--- config.mk ---
export PLATFORM = sky130hd
export DESIGN_NAME = exclusive_lock_table
export DESIGN_NICKNAME = d
export VERILOG_FILES = /design/src/hw/rtl/elt_pkg.sv /design/src/hw/rtl/elt_ctrl.sv /design/src/hw/rtl/elt_datapath.sv /design/src/hw/rtl/exclusive_lock_table.sv
export SDC_FILE = /design/constraint.sdc
export NUM_CORES = 2
export LEC_CHECK = 0
export BUFFER_PORTS_ARGS = -buffer_cell sky130_fd_sc_hd__buf_2
export CAP_MARGIN = 20
export CELL_PAD_IN_SITES_DETAIL_PLACEMENT = 1
export CELL_PAD_IN_SITES_GLOBAL_PLACEMENT = 1
export CORE_MARGIN = 10
export CORE_UTILIZATION = 54
export DETAILED_ROUTE_END_ITERATION = 8
export HOLD_SLACK_MARGIN = 0.15
export PLACE_DENSITY_LB_ADDON = 0.12
export SYNTH_ARGS = -nofsm -noshare
export SYNTH_HDL_FRONTEND = slang
export SYNTH_SLANG_ARGS = --single-unit
--- constraint.sdc ---
create_clock -name clk_i -period 7.3 [get_ports clk_i]
set_input_delay 0.73 -clock clk_i [delete_from_list [all_inputs] [get_ports clk_i]]
set_output_delay 0.73 -clock clk_i [all_outputs]
set_load 0.02 [all_outputs]
--- src/hw/rtl/elt_pkg.sv ---
// Package for the exclusive lock table: sizes, command and status codes,
// beat structs and the controller/datapath interface structs.
// No dependencies.
package elt_pkg;

  localparam int TABLE_SLOTS = 64;
  localparam int KEY_WIDTH   = 32;
  localparam int TXN_WIDTH   = 16;
  localparam int SLOT_IDX_W  = $clog2(TABLE_SLOTS);
  localparam int FREED_W     = 7;

  localparam logic [FREED_W-1:0] FREED_MAX = {FREED_W{1'b1}};

  typedef enum logic [1:0] {
    CMD_ACQUIRE     = 2'd0,
    CMD_RELEASE     = 2'd1,
    CMD_RELEASE_ALL = 2'd2,
    CMD_QUERY       = 2'd3
  } elt_cmd_e;

  typedef enum logic [2:0] {
    STAT_GRANTED   = 3'd0,
    STAT_CONFLICT  = 3'd1,
    STAT_FULL      = 3'd2,
    STAT_RELEASED  = 3'd3,
    STAT_NOT_OWNER = 3'd4,
    STAT_DONE      = 3'd5
  } elt_status_e;

  typedef enum logic [1:0] {
    S_IDLE,
    S_SCAN,
    S_DRAIN,
    S_FINISH
  } elt_state_e;

  typedef struct packed {
    logic [1:0]  command;
    logic [31:0] lock_key;
    logic [15:0] transaction;
  } elt_in_t;

  typedef struct packed {
    logic [2:0]  status;
    logic        owns;
    logic [15:0] current_owner;
    logic [6:0]  freed_count;
  } elt_out_t;

  typedef struct packed {
    logic load;
    logic issue;
    logic commit;
  } elt_ctrl_t;

  typedef struct packed {
    logic issue_last;
    logic out_free;
  } elt_stat_t;

endpackage

--- src/hw/rtl/elt_ctrl.sv ---
// Controller of the exclusive lock table: sequences accept, table scan,
// drain and commit. Depends on elt_pkg.
module elt_ctrl import elt_pkg::*; (
  input  logic      clk_i,
  input  logic      rst_ni,
  input  logic      in_valid_i,
  output logic      in_stall_o,
  input  elt_stat_t stat_i,
  output elt_ctrl_t ctrl_o
);

  elt_state_e state_q, state_d;

  always_ff @(posedge clk_i or negedge rst_ni) begin
    if (!rst_ni) begin
      state_q <= S_IDLE;
    end else begin
      state_q <= state_d;
    end
  end

  always_comb begin
    state_d    = state_q;
    in_stall_o = 1'b1;
    ctrl_o     = '0;
    case (state_q)
      S_IDLE: begin
        in_stall_o = 1'b0;
        if (in_valid_i) begin
          ctrl_o.load = 1'b1;
          state_d     = S_SCAN;
        end
      end
      S_SCAN: begin
        ctrl_o.issue = 1'b1;
        if (stat_i.issue_last) begin
          state_d = S_DRAIN;
        end
      end
      S_DRAIN: begin
        state_d = S_FINISH;
      end
      S_FINISH: begin
        if (stat_i.out_free) begin
          ctrl_o.commit = 1'b1;
          state_d       = S_IDLE;
        end
      end
      default: begin
        state_d = S_IDLE;
      end
    endcase
  end

endmodule

--- src/hw/rtl/elt_datapath.sv ---
// Datapath of the exclusive lock table: slot memory, used bits, scan
// pipeline, match trackers and the result register. Depends on elt_pkg.
module elt_datapath import elt_pkg::*; (
  input  logic      clk_i,
  input  logic      rst_ni,
  input  elt_in_t   in_data_i,
  input  elt_ctrl_t ctrl_i,
  output elt_stat_t stat_o,
  output logic      out_valid_o,
  input  logic      out_stall_i,
  output elt_out_t  out_data_o
);

  logic [KEY_WIDTH-1:0] key_mem [TABLE_SLOTS];
  logic [TXN_WIDTH-1:0] own_mem [TABLE_SLOTS];

  logic [TABLE_SLOTS-1:0] used_q, used_d;
  logic [1:0]             cmd_q;
  logic [KEY_WIDTH-1:0]   key_q;
  logic [TXN_WIDTH-1:0]   txn_q;
  logic [SLOT_IDX_W-1:0]  addr_q;
  logic                   rd_vld_q;
  logic [SLOT_IDX_W-1:0]  rd_idx_q;
  logic [KEY_WIDTH-1:0]   rd_key_q;
  logic [TXN_WIDTH-1:0]   rd_own_q;
  logic                   found_q;
  logic [SLOT_IDX_W-1:0]  found_idx_q;
  logic [TXN_WIDTH-1:0]   found_own_q;
  logic                   free_q;
  logic [SLOT_IDX_W-1:0]  free_idx_q;
  logic [FREED_W-1:0]     freed_q;
  logic                   out_valid_q;
  elt_out_t               out_q, res_d;

  logic rd_used, rd_hit, rd_mine, fnd_mine, mem_we;

  assign rd_used  = used_q[rd_idx_q];
  assign rd_hit   = rd_vld_q && rd_used && (rd_key_q == key_q);
  assign rd_mine  = rd_own_q == txn_q;
  assign fnd_mine = found_q && (found_own_q == txn_q);

  assign stat_o.issue_last = addr_q == SLOT_IDX_W'(TABLE_SLOTS - 1);
  assign stat_o.out_free   = !out_valid_q || !out_stall_i;

  always_comb begin
    used_d = used_q;
    mem_we = 1'b0;
    res_d  = '0;
    res_d.status = STAT_DONE;
    if (rd_vld_q && rd_used && rd_mine && cmd_q == CMD_RELEASE_ALL) begin
      used_d[rd_idx_q] = 1'b0;
    end
    if (ctrl_i.commit) begin
      case (cmd_q)
        CMD_ACQUIRE: begin
          if (found_q) begin
            if (fnd_mine) begin
              res_d.status = STAT_GRANTED;
            end else begin
              res_d.status        = STAT_CONFLICT;
              res_d.current_owner = 16'(found_own_q);
            end
          end else if (free_q) begin
            mem_we             = 1'b1;
            used_d[free_idx_q] = 1'b1;
            res_d.status       = STAT_GRANTED;
          end else begin
            res_d.status = STAT_FULL;
          end
        end
        CMD_RELEASE: begin
          if (fnd_mine) begin
            used_d[found_idx_q] = 1'b0;
            res_d.status        = STAT_RELEASED;
          end else begin
            res_d.status = STAT_NOT_OWNER;
          end
        end
        CMD_RELEASE_ALL: begin
          res_d.freed_count = freed_q;
        end
        default: begin
          res_d.owns = fnd_mine;
        end
      endcase
    end
  end

  always_ff @(posedge clk_i) begin
    if (ctrl_i.issue) begin
      rd_key_q <= key_mem[addr_q];
      rd_own_q <= own_mem[addr_q];
    end
    if (mem_we) begin
      key_mem[free_idx_q] <= key_q;
      own_mem[free_idx_q] <= txn_q;
    end
  end

  always_ff @(posedge clk_i or negedge rst_ni) begin
    if (!rst_ni) begin
      used_q      <= '0;
      addr_q      <= '0;
      rd_vld_q    <= 1'b0;
      out_valid_q <= 1'b0;
    end else begin
      used_q   <= used_d;
      rd_vld_q <= ctrl_i.issue;
      if (ctrl_i.load) begin
        addr_q <= '0;
      end else if (ctrl_i.issue) begin
        addr_q <= addr_q + 1'b1;
      end
      if (ctrl_i.commit) begin
        out_valid_q <= 1'b1;
      end else if (!out_stall_i) begin
        out_valid_q <= 1'b0;
      end
    end
  end

  always_ff @(posedge clk_i) begin
    if (ctrl_i.issue) begin
      rd_idx_q <= addr_q;
    end
    if (ctrl_i.load) begin
      cmd_q   <= in_data_i.command;
      key_q   <= in_data_i.lock_key[KEY_WIDTH-1:0];
      txn_q   <= in_data_i.transaction[TXN_WIDTH-1:0];
      found_q <= 1'b0;
      free_q  <= 1'b0;
      freed_q <= '0;
    end else if (rd_vld_q) begin
      if (rd_hit) begin
        found_q     <= 1'b1;
        found_idx_q <= rd_idx_q;
        found_own_q <= rd_own_q;
      end
      if (!rd_used && !free_q) begin
        free_q     <= 1'b1;
        free_idx_q <= rd_idx_q;
      end
      if (rd_used && rd_mine && cmd_q == CMD_RELEASE_ALL && freed_q != FREED_MAX) begin
        freed_q <= freed_q + 1'b1;
      end
    end
    if (ctrl_i.commit) begin
      out_q <= res_d;
    end
  end

  assign out_valid_o = out_valid_q;
  assign out_data_o  = out_q;

endmodule

--- src/hw/rtl/exclusive_lock_table.sv ---
// Exclusive lock table: one owning transaction per key, with acquire,
// release, release-all and query commands. Each accepted beat scans the
// whole slot memory through its single read port, one slot per cycle. An
// item is accepted, then every slot is read, the read pipeline is drained
// and the result is committed to the output register once that is free.
// The next beat is accepted while a result still waits in the output
// register. A new key takes the lowest free slot; a full table answers
// table-full. No clearing pass follows reset.
// Top level; depends on elt_pkg, elt_ctrl and elt_datapath.
module exclusive_lock_table import elt_pkg::*; (
  input  logic     clk_i,
  input  logic     rst_ni,
  input  logic     in_valid_i,
  output logic     in_stall_o,
  input  elt_in_t  in_data_i,
  output logic     out_valid_o,
  input  logic     out_stall_i,
  output elt_out_t out_data_o
);

  elt_ctrl_t ctrl;
  elt_stat_t stat;

  elt_ctrl u_ctrl (
    .clk_i      (clk_i),
    .rst_ni     (rst_ni),
    .in_valid_i (in_valid_i),
    .in_stall_o (in_stall_o),
    .stat_i     (stat),
    .ctrl_o     (ctrl)
  );

  elt_datapath u_datapath (
    .clk_i       (clk_i),
    .rst_ni      (rst_ni),
    .in_data_i   (in_data_i),
    .ctrl_i      (ctrl),
    .stat_o      (stat),
    .out_valid_o (out_valid_o),
    .out_stall_i (out_stall_i),
    .out_data_o  (out_data_o)
  );

endmodule
# After elaboration in Yosys (flattened, before gate mapping)
# Memories as Yosys holds them, arrays and structs flattened. A register that Yosys moved wholly into a read port is not among the register bits.
# Index checks and enable logic that the tools add are counted.
[totals] elab_cells=118 reg_bits=194 n_memories=2 mem_bits_rw=3072 out_inout_bits=29 inputBits=54
[mem_list] memory="u_datapath.key_mem" depth=64 width=32 read_ports=1 rd_clocked_by_memory_dff=1 write_ports=1 line_no="elt_datapath.sv:14" text="logic [KEY_WIDTH-1:0] key_mem [TABLE_SLOTS];"
[mem_list] memory="u_datapath.own_mem" depth=64 width=16 read_ports=1 rd_clocked_by_memory_dff=1 write_ports=1 line_no="elt_datapath.sv:15" text="logic [TXN_WIDTH-1:0] own_mem [TABLE_SLOTS];"
[op_classes] mux=39 reduce_logical=28 n_lt_le_gt_ge=6 bitwise=8 n_addsub=2 eq_ne=14
[ops] cell="64-bit two-way mux" count=5
[ops] cell="64-bit AND" count=2
[ops] cell="64-bit inverter" count=2
[ops] cell="64-bit one-hot mux with 2 select lines" count=1
[ops] cell="64-bit bitwise OR" count=1
[ops] cell="16-bit == test" count=2
[ops] cell="32-bit == test" count=1
[ops] cell="6-bit by 7-bit less-than comparator with 1-bit output, second input constant" count=3
[ops] cell="1-bit two-way mux" count=19
[ops] cell="1-bit demux with 6-bit select" count=3
[ops] cell="6-bit by 1-bit greater-or-equal comparator with 1-bit output, second input constant" count=3
[ops] cell="1-bit logical AND" count=12
[ops] cell="6-bit two-way mux" count=2
[ops] cell="2-bit two-way mux" count=5
[ops] cell="3-bit AND reduction" count=3
[ops] cell="2-bit one-hot mux with 4 select lines" count=1
[ops] cell="7-bit by 1-bit adder with 7-bit output, second input constant" count=1
[ops] cell="7-bit inequality test, second input constant" count=1
[ops] cell="6-bit by 1-bit adder with 6-bit output, second input constant" count=1
[ops] cell="1-bit binary-select mux with 6-bit select" count=1
[ops] cell="2-bit == test, second input constant" count=3
[ops] cell="6-bit == test, second input constant" count=1
[ops] cell="2-bit inequality test, second input constant" count=3
[ops] cell="3-bit one-hot mux with 2 select lines" count=1
[ops] cell="other kinds (10)" count=20

# Depth between registers and ports, before layout
[logic_depth] word_depth=12 mapped_depth=12 mapped_depth_nobuf=8

# Modules after synthesis
# A second synthesis with hierarchy kept.
[hier_totals] cells_unflattened=5222 hier_area_um2=126820.4
[by_module_without_submodules] module="elt_datapath" cells_per_inst=5203 instances=1 area_each_um2=126639.0 seq_area_each_um2=99005.0
[by_module_without_submodules] module="elt_ctrl" cells_per_inst=19 instances=1 area_each_um2=181.4 seq_area_each_um2=50.0

# Least setup slack after synthesis
# OpenSTA, ideal clock, no wires.
[synth_timing] path_kind="input -> register" startpoint="input out_stall_i" endpoint="memory u_datapath.key_mem[48][0] (enable)" arrival_time_ns=4.485 slack_ns=2.362 setup_time_ns=0.454 cell_stages=8 t_required_ns=6.846 path_buffers=1 cell_sequence="nand2_1 -> and2_1 -> nor2b_1 -> nand3_1 -> nor2_1 -> nand3_1 -> clkbuf_1 -> nor2_1"
[synth_rtl] element="start, declared" line_no="exclusive_lock_table.sv:17" text="input logic out_stall_i,"
[synth_rtl] element="end, declared" line_no="elt_datapath.sv:14"

# Worst setup path after layout
[layout_timing] startpoint="register u_datapath.txn_q[9]" endpoint="register u_datapath.used_q[37]"
[layout_via] elab_chain_len=9 elab_cells_between_ends=13 classes_between="2 x eq/ne; 6 x mux; 2 x bitwise; 3 x reduce/logical"
[layout_lines] element="start, declared" line_no="elt_datapath.sv:20" text="logic [TXN_WIDTH-1:0] txn_q;"
[layout_lines] element="start signal, assigned" line_no="elt_datapath.sv:129" text="txn_q <= in_data_i.transaction[TXN_WIDTH-1:0];"
[layout_lines] element="16-bit == test" line_no="elt_datapath.sv:39" text="assign rd_mine = rd_own_q == txn_q;"
[layout_lines] element="1-bit logical AND (2 in a row)" line_no="elt_datapath.sv:50" text="if (rd_vld_q && rd_used && rd_mine && cmd_q == CMD_RELEASE_ALL) begin"
[layout_lines] element="64-bit two-way mux" line_no="elt_datapath.sv:50"
[layout_lines] element="64-bit bitwise OR (no line)"
[layout_lines] element="64-bit two-way mux" line_no="elt_datapath.sv:63" text="end else if (free_q) begin"
[layout_lines] element="64-bit two-way mux" line_no="elt_datapath.sv:56" text="if (found_q) begin"
[layout_lines] element="64-bit one-hot mux with 2 select lines" line_no="elt_datapath.sv:54" text="case (cmd_q)"
[layout_lines] element="64-bit two-way mux (*)" line_no="elt_datapath.sv:53" text="if (ctrl_i.commit) begin"
[layout_lines] element="named net u_datapath.used_d[37]" line_no="elt_datapath.sv:17" text="logic [TABLE_SLOTS-1:0] used_q, used_d;"
[layout_lines] element="end signal, assigned" line_no="elt_datapath.sv:107" text="used_q <= used_d;"
[layout_lines] element="end, declared" line_no="elt_datapath.sv:17"
# Mark *: on every way through the listed nets, which the timed path passes. The rest lies on a longest branch.
# A chain may end at the register's enable or synchronous reset.

==> Implementation_results.wiki <==
{| class="wikitable"
! Metric !! Value
|-
| Post-synthesis instance area || ~0.13 mm²
|-
| Number of library cell types mapped by synthesis || 45
|-
| Maximum fanout along the worst path || 66
|-
| Count of final max-slew check failures || 0
|-
| CP Launch Type || flip-flop
|-
| Post-Synthesis Mean Instance Area || 24.3 µm²
|-
| Fraction of the cycle the final worst path needs || a little under three fifths
|-
| Die Y-Extent || between 500 and 600 µm
|-
| Number of detailed-routing iterations run before antenna repair || 5
|-
| Post-Route WL || 350 mm
|-
| Final net count || 5692
|-
| Master of the slowest instance on the critical path || sky130_fd_sc_hd__buf_4
|-
| Run status || completed
|-
| Total non-filler cell area in the finished layout || around 0.14 mm²
|-
| Synth cell count leaders || 3231 x sky130_fd_sc_hd__edfxtp_1, 1010 x sky130_fd_sc_hd__mux4_2, 164 x sky130_fd_sc_hd__clkbuf_1
|-
| R2R cell count || 9
|-
| Buffers inserted during post-CTS setup optimization || 0
|-
| Number of antenna-violating nets in the routed design || 0
|-
| Remaining routing DRC violations || 0
|-
| Number of enable-type register cells in the synthesized netlist || about 3200
|-
| Core box area || between 0.2 and 0.25 mm²
|-
| Internal portion of total power || between 0.03 and 0.04 W
|-
| Clk network pwr share || roughly a third
|-
| Number of cells on the worst hold path || 3
|-
| HPWL reported at the end of detailed placement || ~200 mm
|-
| Total clock buffers created by CTS || roughly 350
|-
| Num rows || 177
|-
| Gate family responsible for the most delay along the worst path || simple AND/OR/NAND/NOR gates
|-
| Average via count per standard cell || about 6.7
|-
| Sequential share of the synthesized area || between 70% and 80%
|-
| Data required time at the worst endpoint || 8.08 ns
|-
| Peak supply drop || between 0.2 and 0.3 mV
|-
| Instance area at placement || 0.133 mm²
|-
| Number of global-route vias before repair || around 63000
|-
| Clock latency at the later pin of the worst-skew pair || 0.98 ns
|-
| Clock transition time at the flip-flop clock pins of the worst setup and hold paths || about 0.06 ns
|-
| Final TNS setup || 0 ns
|-
| Total nets after synthesis || around 5300
|-
| Number of hold buffers added after cts || between 50 and 60
|-
| Worst Path Arrival || between 4 and 5 ns
|-
| Gate count of the mapped netlist || approximately 5200
|-
| Area of the multi-input gates || about 0.027 mm²
|-
| Yosys top cell area share || 76.6%
|-
| Switching Power || between 0.01 and 0.015 W
|-
| Maximum frequency from static timing analysis || about 240 MHz
|-
| Critical path start-end classification || reg2reg
|-
| Pin slew with the least headroom to its limit || approximately 1.2 ns
|-
| Setup clock skew after layout || a little under 0.07 ns
|-
| Starting DRT DRC Count || approximately 8100
|-
| TritonCTS clock tree || done
|-
| Slew Limit Headroom || 19.6%
|-
| Pin count of the biggest net entering global routing || between 100 and 150
|-
| Filler cell count || between 15000 and 20000
|-
| Power share of the sequential group || between 40% and 50%
|-
| Path length in cells of the critical path || 9
|-
| PortBufs || 82
|-
| Total chip power || approximately 0.05 W
|-
| All-Layer GR Usage || between 20% and 30%
|-
| Instance count after placement with tap cells included || about 8400
|-
| Count of warnings emitted by yosys || 0
|-
| Cell Pwr Density || around 350 mW/mm²
|-
| Leakage power total || between 40 and 50 nW
|-
| Largest cells by area after synthesis || sky130_fd_sc_hd__edfxtp_1 77%, sky130_fd_sc_hd__mux4_2 18%, sky130_fd_sc_hd__dfrtp_1 1.5%
|-
| Total clock sinks || 3314
|-
| Share of final-layout standard cells stronger than drive strength 1 || a little under a third
|-
| Count of endpoints failing hold in the final timing report || 0
|-
| Antenna violations before repair || 15
|-
| Library cell with the highest instance count after synthesis || sky130_fd_sc_hd__edfxtp_1
|-
| Biggest cell delay along the critical path || ~0.65 ns
|-
| Sort of element at the end of the critical path || flip-flop
|-
| Flip-flop and latch count after synthesis || between 3000 and 4000
|-
| Post-route worst hold slack || around 0.27 ns
|-
| Number of setup violations in the final report || 0
|-
| Async set-or-reset flop fraction in the synthesized netlist || 2.23%
|-
| Global placer's final weighted congestion || 0.795
|-
| Die X-Extent || ~500 µm
|-
| Per-cell routed wire length || 38.8 µm
|-
| Max-cap check violation count || 0
|-
| Final critical delay including setup and external delays || between 4 and 5 ns
|-
| Wire length of the first global-routing pass || 494 mm
|-
| Top-level I/O count || 83
|-
| Setup repair after global routing missed its margin || no
|-
| Combined buffer and inverter count along the critical path || 1
|-
| Most common flop cell mapped by yosys || sky130_fd_sc_hd__edfxtp_1
|-
| Synthesis-to-finish area growth || 13.4%
|-
| Number of instances resized during post-cts repair || 0
|-
| Critical path, cell by cell || buf_4, xnor2_1, nand4_1, nor4_1, and4_1, nor2b_1, nand3_1, o21ai_0, o22ai_1
|-
| Clock Tree Root || sky130_fd_sc_hd__clkbuf_16
|-
| Sequential standard cell area || around 0.1 mm²
|-
| Net switching share of the total power || 27.9%
|-
| Classification of the worst-slack hold path || in2reg
|-
| Routed vias || around 60000
|-
| H-tree depth || 5
|-
| Total congestion overflow || 0
|-
| Die area || ~0.25 mm²
|-
| Relative contribution of combinational cells to total power || a little under a quarter
|-
| Clock Path Buffers || 4
|-
| Initial core utilization || 54.4%
|-
| Post-route non-filler standard cell count || approximately 9000
|-
| Largest area contributor in the netlist || sky130_fd_sc_hd__edfxtp_1
|}
## layout make-up
cell class | instances | share of cell area [%]
Sequential cell | 3314 | 69.0
Multi-Input combinational cell | 1602 | 18.7
Clock buffer | 435 | 6.38
Tap cell | 3132 | 2.73
Timing Repair Buffer | 358 | 2.29
Clock inverter | 157 | 0.861
Inverter | 7 | 0.0200
Antenna cell | 7 | 0.0122
## worst register-to-register path, delay by kind of cell (launching register included)
family                 cells  cell delay [ns]
buffers and inverters      1             0.65
AND/OR/NAND/NOR            5             2.29
flip-flops                 1             0.32
AO/OA/AOI/OAI              2             0.50
XOR/XNOR                   1             0.29
## cells by family after synthesis
| kind of cell | synth area share [%] |
|---|---|
| xor gates and xnor gates | 0.470 |
| buffers and inverters | 1.00 |
| DFF | 78.2 |
| and+or+nand+nor | 1.35 |
| muxes | 18.2 |
| adders and majority gates | 0.0691 |
| AOI/OAI and AO/OA | 0.764 |
## through the flow
step	util, %	setup slack [ns]
5_1_grt	61.6	2.89
4_1_cts	61.6	3.13
6_report	61.6	3.10
3_3_place_gp	56.9	2.28
3_5_place_dp	56.9	2.87
2_1_floorplan	-	2.36
## final timing paths
kind	end	from	slack [ns]
worst max-delay path	u_datapath.used_q[37]	u_datapath.txn_q[9]	3.10
worst min-delay path	u_ctrl.state_q[0]	in_valid_i	0.27
worst max register to register	u_datapath.used_q[37]	u_datapath.txn_q[9]	3.10
worst min register to register	u_datapath.found_own_q[9]	u_datapath.rd_own_q[9]	0.47
max in group asynchronous	u_datapath.addr_q[3]	rst_ni	6.32
min in group asynchronous	u_datapath.out_valid_o	rst_ni	0.35
## flip-flops by register name, indices dropped and copies added (netlist names)
| register | count |
|---|---|
| u_datapath.key_mem | 2048 |
| u_datapath.own_mem | 1024 |
| u_datapath.used_q | 64 |
| u_datapath.key_q | 32 |
| u_datapath.rd_key_q | 32 |
| u_datapath.out_data_o | 27 |
| u_datapath.found_own_q | 16 |
| u_datapath.rd_own_q | 16 |
| u_datapath.txn_q | 16 |
| u_datapath.freed_q | 7 |
| u_datapath.addr_q | 6 |
| u_datapath.found_idx_q | 6 |
| u_datapath.free_idx_q | 6 |
| u_datapath.rd_idx_q | 6 |
| u_ctrl.state_q | 2 |
| u_datapath.cmd_q | 2 |
| u_datapath.found_q | 1 |
| u_datapath.free_q | 1 |
| u_datapath.out_valid_o | 1 |
| u_datapath.rd_vld_q | 1 |
## placed cells by master (no fill, tap or decap), types with 6 or more instances in the layout
cell type	instances
sky130_fd_sc_hd__nor2_1	21
sky130_fd_sc_hd__o22ai_1	65
sky130_fd_sc_hd__and2_1	26
sky130_fd_sc_hd__dfrtp_1	68
sky130_fd_sc_hd__clkbuf_16	353
sky130_fd_sc_hd__nand3_1	22
sky130_fd_sc_hd__a22oi_1	7
sky130_fd_sc_hd__xor2_1	16
sky130_fd_sc_hd__dlygate4sd3_1	53
sky130_fd_sc_hd__clkinvlp_4	10
sky130_fd_sc_hd__xnor2_1	52
sky130_fd_sc_hd__edfxtp_1	3231
sky130_fd_sc_hd__clkinv_2	57
sky130_fd_sc_hd__nand3b_1	10
sky130_fd_sc_hd__diode_2	7
sky130_fd_sc_hd__buf_2	81
sky130_fd_sc_hd__o21ai_0	67
sky130_fd_sc_hd__or3b_2	6
sky130_fd_sc_hd__or3_1	6
sky130_fd_sc_hd__ha_1	6
sky130_fd_sc_hd__dfxtp_1	9
sky130_fd_sc_hd__a21oi_1	12
sky130_fd_sc_hd__buf_4	173
sky130_fd_sc_hd__mux4_2	1010
sky130_fd_sc_hd__dfrtp_4	6
sky130_fd_sc_hd__inv_1	6
sky130_fd_sc_hd__buf_12	45
sky130_fd_sc_hd__mux2_2	6
sky130_fd_sc_hd__mux2i_1	20
sky130_fd_sc_hd__clkbuf_1	80
sky130_fd_sc_hd__inv_6	6
sky130_fd_sc_hd__nand4_1	22
sky130_fd_sc_hd__bufinv_16	18
sky130_fd_sc_hd__nor4_1	69
sky130_fd_sc_hd__nor2b_1	9
sky130_fd_sc_hd__nand2_1	43
sky130_fd_sc_hd__clkinv_1	62
sky130_fd_sc_hd__nor2_4	64
## routing by layer
| metal | GRT usage, % | wire (µm) | part of all wire, % | vias to the layer above |
|---|---|---|---|---|
| li1 | - | - | - | 23411 |
| met1 | 39.0 | 139000 | 40 | 33323 |
| met2 | 43.3 | 169000 | 48 | 3171 |
| met3 | 4.98 | 29000 | 8.3 | 571 |
| met4 | 9.09 | 12800 | 3.7 | 4 |
| met5 | 0 | 27 | 0.0077 | - |
## power by group through the flow
stage | Combinational (W) | Sequential (W) | Clock [W]
2_1_floorplan | 0.00764 | 0.0228 | 0
3_3_place_gp | 0.0119 | 0.0228 | 0
3_5_place_dp | 0.0120 | 0.0228 | 0
4_1_cts | 0.0121 | 0.0224 | 0.0168
5_1_grt | 0.0125 | 0.0224 | 0.0176
6_report | 0.0119 | 0.0224 | 0.0165
Note: power is estimated with default switching activity, not from simulation.
